`config.mk`:
```
export PLATFORM = sky130hd
export DESIGN_NAME = delimited_frame_ring_buffer_top
export DESIGN_NICKNAME = d
export VERILOG_FILES = /design/src/hdl/dfrb_pkg.sv /design/src/hdl/dfrb_ram.sv /design/src/hdl/dfrb_framer.sv /design/src/hdl/dfrb_seq.sv /design/src/hdl/delimited_frame_ring_buffer_top.sv
export SDC_FILE = /design/constraint.sdc
export NUM_CORES = 1
export LEC_CHECK = 0
export BUFFER_PORTS_ARGS = -buffer_cell sky130_fd_sc_hd__buf_2
export CORE_ASPECT_RATIO = 1.5
export CORE_UTILIZATION = 30
export CTS_CLUSTER_DIAMETER = 100
export CTS_CLUSTER_SIZE = 25
export DETAILED_ROUTE_END_ITERATION = 7
export PLACE_DENSITY_LB_ADDON = 0.05
export SYNTH_ARGS = -nofsm -noshare
export SYNTH_HDL_FRONTEND = slang
export SYNTH_SLANG_ARGS = --single-unit
```
`constraint.sdc`:
```
create_clock -name clk -period 4.11 [get_ports clk]
set_clock_uncertainty 0.15 [all_clocks]
set_input_delay 0.6165 -clock clk [delete_from_list [all_inputs] [get_ports clk]]
set_output_delay 0.6165 -clock clk [all_outputs]
set_load 0.02 [all_outputs]
```
`src/hdl/dfrb_pkg.sv`:
```
// ----------------------------------------------------------------------------
// dfrb_pkg
// Shared types and constants for the delimited frame receive ring buffer.
// ----------------------------------------------------------------------------
package dfrb_pkg;

  localparam int LEN_W     = 6;
  localparam int CFG_IDX_W = 1;

  // Register reset values: '$' opens a frame, ':' closes it
  localparam logic [7:0] START_CHAR_RST = 8'd36;
  localparam logic [7:0] END_CHAR_RST   = 8'd58;

  // Configuration register indexes
  typedef enum logic [CFG_IDX_W-1:0] {
    REG_START_CHAR = 1'b0,
    REG_END_CHAR   = 1'b1
  } cfg_reg_t;

  // Request kinds
  localparam logic KIND_BYTE = 1'b0;
  localparam logic KIND_POP  = 1'b1;

  // Request word
  typedef struct packed {
    logic       kind;
    logic [7:0] rx_byte;
  } req_word_t;

  // Response word
  typedef struct packed {
    logic [7:0]       payload_byte;
    logic             byte_valid;
    logic             last;
    logic [LEN_W-1:0] length;
    logic             frame_done;
    logic             dropped;
  } rsp_word_t;

  // Framer decision for one received byte
  typedef struct packed {
    logic write;       // byte goes into the ring
    logic frame_done;  // stored byte closes the frame
    logic drop;        // framer wanted it, ring is full
  } byte_dec_t;

endpackage

```
`src/hdl/dfrb_ram.sv`:
```
// ----------------------------------------------------------------------------
// dfrb_ram
// Generic simple dual-port RAM, one write port, one registered read port.
// ----------------------------------------------------------------------------
module dfrb_ram #(
  parameter int WIDTH = 8,
  parameter int DEPTH = 64
) (
  input  logic                     clk,
  input  logic                     we,
  input  logic [$clog2(DEPTH)-1:0] waddr,
  input  logic [WIDTH-1:0]         wdata,
  input  logic [$clog2(DEPTH)-1:0] raddr,
  output logic [WIDTH-1:0]         rdata
);

  logic [WIDTH-1:0] mem [DEPTH];

  always_ff @(posedge clk) begin
    if (we) begin
      mem[waddr] <= wdata;
    end
    rdata <= mem[raddr];
  end

endmodule

```
`src/hdl/dfrb_framer.sv`:
```
// ----------------------------------------------------------------------------
// dfrb_framer
// Two-state receive framer: decides whether a received byte is stored.
// ----------------------------------------------------------------------------
module dfrb_framer import dfrb_pkg::*; (
  input  logic       clk,
  input  logic       rst,
  input  logic       byte_en,     // byte word accepted this cycle
  input  logic [7:0] rx_byte,
  input  logic [7:0] start_char,
  input  logic [7:0] end_char,
  input  logic       full,
  output byte_dec_t  dec
);

  logic in_frame;
  logic store;
  logic closes;

  // Waiting: only the start char is kept. In frame: everything is kept.
  always_comb begin
    store          = in_frame || (rx_byte == start_char);
    closes         = in_frame && (rx_byte == end_char);
    dec.write      = store && !full;
    dec.frame_done = closes && !full;
    dec.drop       = store && full;
  end

  // Framer state only moves when the byte really lands in the ring
  always_ff @(posedge clk) begin
    if (rst) begin
      in_frame <= 1'b0;
    end else if (byte_en && dec.write) begin
      in_frame <= !closes;
    end
  end

endmodule

```
`src/hdl/dfrb_seq.sv`:
```
// ----------------------------------------------------------------------------
// dfrb_seq
// Ring pointers, pop walker and response register around the byte RAM.
// ----------------------------------------------------------------------------
module dfrb_seq import dfrb_pkg::*; #(
  parameter int BUF_DEPTH = 64
) (
  input  logic       clk,
  input  logic       rst,
  input  logic       req_valid,
  output logic       req_ready,
  input  req_word_t  req,
  output logic       rsp_valid,
  input  logic       rsp_ready,
  output rsp_word_t  rsp,
  input  logic [7:0] start_char,
  input  logic [7:0] end_char,
  input  byte_dec_t  dec,
  output logic       full,
  output logic       byte_en
);

  localparam int AW = $clog2(BUF_DEPTH);
  localparam logic [AW-1:0] LAST_IDX = AW'(BUF_DEPTH - 1);

  typedef enum logic [3:0] {
    ST_IDLE = 4'b0001,
    ST_SKIP = 4'b0010,
    ST_SCAN = 4'b0100,
    ST_EMIT = 4'b1000
  } state_t;

  function automatic logic [AW-1:0] nxt(input logic [AW-1:0] idx);
    return (idx == LAST_IDX) ? '0 : idx + 1'b1;
  endfunction

  state_t    state, state_next;
  logic [AW-1:0] wr_idx, wr_idx_next;
  logic [AW-1:0] rd_idx, rd_idx_next;
  logic [AW-1:0] sp, sp_next;        // walk pointer, RAM data belongs to it
  logic [AW-1:0] pay, pay_next;      // first payload entry
  logic [AW-1:0] fin, fin_next;      // entry after the end char
  logic [AW-1:0] n, n_next;          // payload length
  logic [AW-1:0] k, k_next;          // bytes sent so far
  logic          out_free;
  logic          accept;
  logic          out_load;
  rsp_word_t     out_next;
  logic          we;
  logic [7:0]    rd_data;
  logic          emit_last;

  assign out_free  = !rsp_valid || rsp_ready;
  assign req_ready = (state == ST_IDLE) && out_free;
  assign accept    = req_valid && req_ready;
  assign byte_en   = accept && (req.kind == KIND_BYTE);
  assign full      = (nxt(wr_idx) == rd_idx);
  assign emit_last = (k == n - 1'b1);

  // Byte store; the read address is the next walk pointer, so the registered read data belongs to the walk pointer
  dfrb_ram #(
    .WIDTH (8),
    .DEPTH (BUF_DEPTH)
  ) u_ram (
    .clk   (clk),
    .we    (we),
    .waddr (wr_idx),
    .wdata (req.rx_byte),
    .raddr (sp_next),
    .rdata (rd_data)
  );

  // Walk control
  always_comb begin
    state_next  = state;
    wr_idx_next = wr_idx;
    rd_idx_next = rd_idx;
    sp_next     = sp;
    pay_next    = pay;
    fin_next    = fin;
    n_next      = n;
    k_next      = k;
    out_load    = 1'b0;
    out_next    = '0;
    we          = 1'b0;
    unique case (state)
      ST_IDLE: begin
        sp_next = rd_idx;
        if (accept) begin
          if (req.kind == KIND_BYTE) begin
            out_load            = 1'b1;
            out_next.last       = 1'b1;
            out_next.frame_done = dec.frame_done;
            out_next.dropped    = dec.drop;
            if (dec.write) begin
              we          = 1'b1;
              wr_idx_next = nxt(wr_idx);
            end
          end else begin
            state_next = ST_SKIP;
          end
        end
      end
      // Hunt for the start char
      ST_SKIP: begin
        if (sp == wr_idx) begin
          if (out_free) begin
            out_load      = 1'b1;
            out_next.last = 1'b1;
            rd_idx_next   = sp;
            state_next    = ST_IDLE;
          end
        end else if (rd_data == start_char) begin
          sp_next    = nxt(sp);
          pay_next   = nxt(sp);
          n_next     = '0;
          state_next = ST_SCAN;
        end else begin
          sp_next = nxt(sp);
        end
      end
      // Count payload up to the end char
      ST_SCAN: begin
        if (sp == wr_idx) begin
          if (out_free) begin
            out_load      = 1'b1;
            out_next.last = 1'b1;
            rd_idx_next   = sp;
            state_next    = ST_IDLE;
          end
        end else if (rd_data == end_char) begin
          if (n == '0) begin
            if (out_free) begin
              out_load      = 1'b1;
              out_next.last = 1'b1;
              rd_idx_next   = nxt(sp);
              state_next    = ST_IDLE;
            end
          end else begin
            fin_next   = nxt(sp);
            sp_next    = pay;
            k_next     = '0;
            state_next = ST_EMIT;
          end
        end else begin
          n_next  = n + 1'b1;
          sp_next = nxt(sp);
        end
      end
      // Re-read the closed frame and send its payload
      ST_EMIT: begin
        if (out_free) begin
          out_load              = 1'b1;
          out_next.payload_byte = rd_data;
          out_next.byte_valid   = 1'b1;
          out_next.last         = emit_last;
          out_next.length       = emit_last ? LEN_W'(n) : '0;
          sp_next               = nxt(sp);
          k_next                = k + 1'b1;
          if (emit_last) begin
            rd_idx_next = fin;
            state_next  = ST_IDLE;
          end
        end
      end
      default: begin
        state_next = ST_IDLE;
      end
    endcase
  end

  // Control registers
  always_ff @(posedge clk) begin
    if (rst) begin
      state     <= ST_IDLE;
      wr_idx    <= '0;
      rd_idx    <= '0;
      sp        <= '0;
      rsp_valid <= 1'b0;
    end else begin
      state  <= state_next;
      wr_idx <= wr_idx_next;
      rd_idx <= rd_idx_next;
      sp     <= sp_next;
      if (out_load) begin
        rsp_valid <= 1'b1;
      end else if (rsp_ready) begin
        rsp_valid <= 1'b0;
      end
    end
  end

  // Walk bookkeeping and response payload
  always_ff @(posedge clk) begin
    pay <= pay_next;
    fin <= fin_next;
    n   <= n_next;
    k   <= k_next;
    if (out_load) begin
      rsp <= out_next;
    end
  end

  // A write never lands on a full ring
  a_no_overrun: assert property (@(posedge clk) disable iff (rst)
    we |-> !full)
    else $error("ring written while full");

  // Payload send stays inside the counted frame
  a_emit_range: assert property (@(posedge clk) disable iff (rst)
    (state == ST_EMIT) |-> (n != '0) && (k < n))
    else $error("payload index out of range");

  // A final payload byte always carries a nonzero length
  a_last_len: assert property (@(posedge clk) disable iff (rst)
    (rsp_valid && rsp.byte_valid && rsp.last) |-> (rsp.length != '0))
    else $error("final payload byte without length");

  // The write pointer does not move while a pop skips or scans
  a_ptr_hold: assert property (@(posedge clk) disable iff (rst)
    ((state == ST_SKIP || state == ST_SCAN) && $past(state != ST_IDLE))
      |-> $stable(wr_idx))
    else $error("write pointer moved during pop");

  // Requests are refused while a pop walks the ring
  a_busy: assert property (@(posedge clk) disable iff (rst)
    (state != ST_IDLE) |-> !req_ready)
    else $error("request taken during pop");

endmodule

```
`src/hdl/delimited_frame_ring_buffer_top.sv`:
```
// ----------------------------------------------------------------------------
// delimited_frame_ring_buffer_top
// Receive ring buffer that keeps delimited frames and pops their payloads.
//
//   channel | signals                        | direction | word
//   --------+--------------------------------+-----------+------------------
//   req     | req_valid, req_ready, req      | in        | kind, rx_byte
//   rsp     | rsp_valid, rsp_ready, rsp      | out       | payload bytes
//   cfg     | cfg_valid, cfg_ready,          | in        | start/end chars
//           | cfg_index, cfg_data            |           |
//
// A byte word is handled while idle; its single response word is registered.
// A pop skips the entries before the start char, counts the payload up to the
// end char and then re-reads the payload: the one RAM read port walks one
// entry per cycle while rsp is not stalled.
// One word is processed at a time; a stalled rsp holds the walk in place.
// Reset is synchronous; the byte RAM needs no clearing pass.
// ----------------------------------------------------------------------------
module delimited_frame_ring_buffer_top import dfrb_pkg::*; #(
  parameter int BUF_DEPTH = 64
) (
  input  logic                 clk,
  input  logic                 rst,
  input  logic                 req_valid,
  output logic                 req_ready,
  input  req_word_t            req,
  output logic                 rsp_valid,
  input  logic                 rsp_ready,
  output rsp_word_t            rsp,
  input  logic                 cfg_valid,
  output logic                 cfg_ready,
  input  logic [CFG_IDX_W-1:0] cfg_index,
  input  logic [7:0]           cfg_data
);

  logic [7:0] start_char;
  logic [7:0] end_char;
  byte_dec_t  dec;
  logic       full;
  logic       byte_en;

  assign cfg_ready = 1'b1;

  // Delimiter registers
  always_ff @(posedge clk) begin
    if (rst) begin
      start_char <= START_CHAR_RST;
      end_char   <= END_CHAR_RST;
    end else if (cfg_valid) begin
      unique case (cfg_index)
        REG_START_CHAR: start_char <= cfg_data;
        REG_END_CHAR:   end_char   <= cfg_data;
        default: begin
        end
      endcase
    end
  end

  dfrb_framer u_framer (
    .clk        (clk),
    .rst        (rst),
    .byte_en    (byte_en),
    .rx_byte    (req.rx_byte),
    .start_char (start_char),
    .end_char   (end_char),
    .full       (full),
    .dec        (dec)
  );

  dfrb_seq #(
    .BUF_DEPTH (BUF_DEPTH)
  ) u_seq (
    .clk        (clk),
    .rst        (rst),
    .req_valid  (req_valid),
    .req_ready  (req_ready),
    .req        (req),
    .rsp_valid  (rsp_valid),
    .rsp_ready  (rsp_ready),
    .rsp        (rsp),
    .start_char (start_char),
    .end_char   (end_char),
    .dec        (dec),
    .full       (full),
    .byte_en    (byte_en)
  );

endmodule

```
Yosys cells after proc, flatten, opt, wreduce, memory -nomap -nowiden
Memory sizes are Yosys's and may differ from the RTL's. A register that Yosys moved wholly into a read port is not among the register bits.
Cells that the tools add are included.
Operators by class
  shift-type cells: 0
  bitwise gates (word level): 6
  add/sub/neg operators: 5
  divide/modulo/power cells: 0
  multipliers: 0
  reductions and logical operators: 30
  muxes and demuxes: 57
  $lt $le $gt $ge: 0
  eq/ne operators: 28
Operators with widths (count)
  2-to-1 mux 6 bit: 24
  2-to-1 mux 4 bit: 10
  == test 8 bit: 4
  adder 6 x 1 -> 6 bit (second input constant): 4
  one-hot mux 6 bit (2 select lines): 2
  one-hot mux 6 bit (4 select lines): 1
  == test 6 bit: 3
  one-hot mux 6 bit (3 select lines): 1
  one-hot mux 4 bit (4 select lines): 1
  2-to-1 mux 1 bit: 15
  == test 6 bit (second input constant): 2
  != test 2 x 1 -> 1 bit (second input constant): 6
  != test 3 x 1 -> 1 bit (second input constant): 4
  != test 2 bit (second input constant): 5
  AND reduction 5 bit: 2
  logical AND 1 bit: 8
  2-to-1 mux 8 bit: 1
  one-hot mux 1 bit (4 select lines): 2
  AND reduction 4 bit: 2
  AND reduction 7 bit: 1
  zero test 6 bit: 1
  NOT 1 bit: 6
  AND reduction 2 bit: 3
  AND reduction 3 bit: 2
  other kinds (11): 16
Word-level totals
  memory bits (writable): 512
  register bits: 82
  memories kept: 1
  bits of input ports: 23
  word-level logic and storage cells: 145
  ROM bits: 0
  latch bits: 0
Memory list
  u_seq.u_ram.mem: words 64, bits a word 8, read ports 1, clocked after Yosys merged registers in 1, wr ports 1, RTL line dfrb_ram.sv:17  | logic [WIDTH-1:0] mem [DEPTH];

Longest topological paths before layout
  depth after elaboration: 11
  mapped depth: 17
  mapped depth without buffers: 12

Hierarchy
A second synthesis with hierarchy kept.
Second synthesis, totals
  cell total of the unflattened synthesis: 1475
  area, all modules: 25151.6 um^2
Modules (own cells, without submodules)
  dfrb_ram: area each 20190.6 um^2, times used 1, cells each 972
  dfrb_seq: area each 4003.8 um^2, times used 1, cells each 404
  delimited_frame_ring_buffer_top: area each 690.7 um^2, times used 1, cells each 68
  dfrb_framer: area each 266.5 um^2, times used 1, cells each 31

Least setup slack after synthesis
Ideal clock, no wire load.
  kind: register to register
  start: register u_seq.wr_idx[1]
  end: memory u_seq.u_ram.mem[22][0] (enable)
  setup slack: 0.634 ns
  arrival time: 2.956 ns
  setup time: 0.370 ns
  cell stages (with the launch flop): 13
  required time: 3.590 ns
  cells stage by stage: dfxtp_1 clkbuf_1 and2_0 clkbuf_1 a21oi_1 a31oi_1 xor2_1 nor3_1 or2_2 nor2_1 and2_0 nand3b_1 nor2_1
Between the ends
  longest elaborated chain between the ends: 11
  elaborated cells on any way between the ends: 12
Ends and longest elaborated chain
  start: declaration: RTL line dfrb_seq.sv:38  | logic [AW-1:0] wr_idx, wr_idx_next;
  start signal: assignment: RTL line dfrb_seq.sv:182  | wr_idx <= wr_idx_next;
  adder 6 x 1 -> 6 bit / == test 6 bit (equally long branches): RTL line dfrb_seq.sv:34  | return (idx == LAST_IDX) ? '0 : idx + 1'b1;
  2-to-1 mux 6 bit: RTL line dfrb_seq.sv:34
  == test 6 bit: RTL line dfrb_seq.sv:57  | assign full = (nxt(wr_idx) == rd_idx);
  zero test 1 bit: RTL line dfrb_framer.sv:24  | dec.write = store && !full;
  logical AND 1 bit: RTL line dfrb_framer.sv:24
  2-to-1 mux 1 bit: RTL line dfrb_seq.sv:95  | if (dec.write) begin
  2-to-1 mux 1 bit: RTL line dfrb_seq.sv:90  | if (req.kind == KIND_BYTE) begin
  2-to-1 mux 1 bit: RTL line dfrb_seq.sv:89  | if (accept) begin
  2-to-1 mux 1 bit: RTL line dfrb_seq.sv:86  | unique case (state)
  2-to-1 mux 1 bit: RTL line dfrb_ram.sv:20  | if (we) begin
  2-to-1 mux 1 bit (implied by the code): RTL line dfrb_ram.sv:21  | mem[waddr] <= wdata;
  end: declaration: RTL line dfrb_ram.sv:17
Parallel ways exist; a longest one is shown, timed or not.

Worst setup path in the final report
  start: register u_seq.u_ram.rdata[0], read port of u_seq.u_ram.mem
  end: register u_seq.u_ram.rdata[2], read port of u_seq.u_ram.mem
Between the ends
  longest elaborated chain between the ends: 4
Ends and longest elaborated chain
  start: declaration: RTL line dfrb_ram.sv:14  | output logic [WIDTH-1:0] rdata
  == test 8 bit: RTL line dfrb_seq.sv:131  | end else if (rd_data == end_char) begin
  2-to-1 mux 6 bit: RTL line dfrb_seq.sv:131
  2-to-1 mux 6 bit: RTL line dfrb_seq.sv:124  | if (sp == wr_idx) begin
  one-hot mux 6 bit (4 select lines): RTL line dfrb_seq.sv:86
Every way passes these cells.
A chain may end at the register's enable or synchronous reset.

==> results.cfg <==
[routing]
routed_wl_mm = 85.9
via_per_inst = 4.95
vias = 15800
drc_errors = 0
antenna_left = 0
highest_layer = met4
dr_wl_met2_mm = 47.3
drt_iter0_drc = 1152
wl_per_cell_um = 26.9
wl_met3_mm = 2.14
met1_length_mm = 33.9
firstDrtPassIters = 5

[run]
maxCapViolations = 0

[timing]
min_period_ps = 4070
rsz0062_at_grt = yes
fmax_mhz = 245
hold_violations = 0
slew-limit-headroom_pct = 39.8
finalSetupViolCount = 0
whs_ps = 52.2
tightest_slew_ps = 903
fin_crit_sh_pct = 99.1
report.final.slew_viol_count = 0

[final_layout]
drive_above_1_share_pct = 17.8
instances_no_fill = 3197
num-nets-final = 2081
final_area_um2 = 29600
fillerInstances = 8277
syn_to_final_growth_pct = 16.2

[pwr]
power_uw = 10500
ir_drop_mv = 0.332
pwr_density_cell_nw_per_um2 = 354
p_leak_uw = 0.0103

[hold_path]
worst_hold_path.endpoint = start_char[5]
min-delay-start = cfg_data[5]
hp-class = input pin to flop
whs_path_depth = 3

[synth]
ys_ff_latch = 602
synth_top_area_share_pct = 65.3
netlist_instances = 1867
synthTopCellsByArea = edfxtp_1 65%, mux2i_1 6.5%, nand2_1 4.4%
synth_edf_count = 554
yosysUniqueCellTypes = 83
syn-num-nets = 1895
ys_seq_area_share_pct = 69.1
async_flop_share_pct = 0
synth_top_area_cell = edfxtp_1
synthFlopType = edfxtp_1
syn_area_per_cell_um2 = 13.6
synthesis.area_um2 = 25500
synth-warning-count = 0

[clock_tree]
clk_latency_ps = 650
root_buffer = clkbuf_16
cts_hold_buf = 0
clock_path_buffers = 3
h-tree-depth = 1
numClockSinks = 602
path_clk_slew_ps = 110
cts-buffers-inserted = 28
cts_tree = yes

[worst_setup_path]
ff2ff_path_depth = 13
path_delay_family = simple AND/OR/NAND/NOR gates
slowest_delay_ps = 550
critPathCaptureType = flop
r2r-end = u_seq.u_ram.rdata[2]
crit_arrival_ps = 4450
cp_max_fo = 7
worstSetupStartpointType = flop
crit_path_frequent_cell = buf_4
r2r-start = u_seq.u_ram.rdata[0]
critPathBufInv = 4
slowest_stage = mux4_2
worstSetupPathType = flop to flop
worstPathCellList = buf_4 > xor2_1 > nor4_2 > buf_4 > nand2_2 > o311a_4 > o22ai_4 > buf_12 > buf_4 > mux4_2 > nand3_1 > nand4_1 > a2bb2oi_1
r2r_slack_ps = 40
cp.required_ps = 4490

[grt]
grt_pass1_vias = 16300
overflow = 0
antenna_found_initial = 2
grt.total_usage_pct = 20.1
grt_first_pass_wirelength_mm = 122
grt_max_degree = 66

[place]
io_buffers = 42
dp.cells = 3135
dp_hpwl_mm = 59.6
place_area_um2 = 28500
place_congestion = 0.866

[run_status]
status = finished, final reports clean

[floorplan]
io_pins = 44
coreArea_um2 = 83900
die_x_um = 240
die_h_um = 359
die-area_um2 = 86000
start_util_pct = 30.3
row_count = 130
## synthesized netlist by cell type, types with 16 or more instances
master       n
a31oi_1     25
nand2_1    300
clkbuf_1    50
and3_1      28
nand3_1    108
a32oi_1     20
xnor2_1     31
nand4_1     31
buf_2       42
mux2i_1    166
dfxtp_1     48
a21oi_1     53
edfxtp_1   554
nor2_1     135
o2111ai_1   16
xor2_1      33
## cells by family after synthesis
| kind of cell | Yosys count | synth area share, % |
|---|---|---|
| flip-flops | 602 | 69.1 |
| buffers and inverters | 125 | 2.37 |
| AND/OR/NAND/NOR | 669 | 12.0 |
| other | 1 | 0.0147 |
| multiplexers | 181 | 7.51 |
| adder cells (fa/ha/maj) | 5 | 0.246 |
| AO/OA/AOI/OAI | 220 | 6.53 |
| XOR/XNOR | 64 | 2.20 |
## flip-flops by register name (all words and copies together) (netlist names)
name / cells
u_framer.in_frame: 1
u_seq.rd_idx: 6
u_seq.sp: 6
u_seq.rsp_valid: 1
u_seq.rsp: 18
u_seq.k: 6
end_char: 8
u_seq.n: 6
start_char: 8
u_seq.u_ram.rdata: 8
u_seq.fin: 6
u_seq.state: 4
u_seq.u_ram.mem: 512
u_seq.pay: 6
u_seq.wr_idx: 6
## repair_timing
action                                  in CTS  in global routing
endpoints found under the setup margin       8                  8
pin swaps                                    2                  7
setup buffers                                1                  6
gates resized for setup                     12                 17
gates cloned                                 2                  1
## worst max path at each step
stage	startpoint	end	slack, ps	depth (start not counted)
after floorplan	u_seq.wr_idx[1]	u_seq.u_ram.mem[22][0]	630	12
after global placement	u_seq.u_ram.rdata[3]	u_seq.u_ram.rdata[6]	-590	13
after detailed placement	u_seq.u_ram.rdata[3]	u_seq.u_ram.rdata[6]	-510	13
after CTS	u_seq.n[1]	u_seq.u_ram.rdata[4]	4	15
after global routing	u_seq.n[1]	u_seq.u_ram.rdata[6]	-4	16
final	u_seq.u_ram.rdata[0]	u_seq.u_ram.rdata[2]	40	13
## through the flow
stage / TNS [ps] / util, % / setup WS (ps)
2_1_floorplan: 0 / - / 634
3_3_place_gp: -3610 / 33.9 / -594
3_5_place_dp: -3130 / 33.9 / -509
4_1_cts: 0 / 35.0 / 4.19
5_1_grt: -5.14 / 35.2 / -4.37
6_report: 0 / 35.2 / 36.5
## layout by cell type (no fill, tap or decap), types with 6 or more instances in the layout
master	count
mux2i_1	165
o2111ai_1	16
o221ai_1	8
a21oi_1	49
a32oi_1	20
clkbuf_1	18
xnor2_1	31
edfxtp_1	554
nor4_1	9
nand3b_1	10
buf_2	42
and2_1	6
mux2_2	7
a21boi_1	6
clkbuf_16	29
a31oi_1	24
o211ai_1	8
nand4_1	31
a21oi_2	6
nand3_1	107
mux4_2	7
a222oi_1	8
buf_12	19
nor2_1	134
xor2_1	33
and3_1	28
dfxtp_2	6
o21ai_0	10
inv_1	6
buf_4	209
dfxtp_1	41
nand2_1	299
## layer usage
layer	up-vias	track usage (%)
met1	8096	23.2
met2	283	39.0
met4	0	6.15
met5	-	0
met3	86	1.38
li1	7362	-
## cell type report
class / instances / area (um^2) / share of cell area, %
Inverter: 6 / 22.5 / 0.0762
Timing Repair Buffer: 275 / 2290 / 7.74
Clock inverter: 4 / 50.0 / 0.169
Sequential cell: 602 / 17600 / 59.6
Multi-Input combinational cell: 1140 / 7420 / 25.1
Tap cell: 1122 / 1400 / 4.75
Antenna cell: 2 / 5.00 / 0.0169
Clock buffer: 46 / 768 / 2.60
## tightest hold or removal path, cell delays in order
cell and delay (ps):
buf_2 100, nand2_1 50, nand3b_1 60
## report_power, final
group / internal [uW] / total [uW] / switching [uW]
sequential: 6700 / 6730 / 31.4
combinational: 117 / 420 / 303
clock: 1310 / 3310 / 2000
Note: power is estimated with default switching activity, not from simulation.
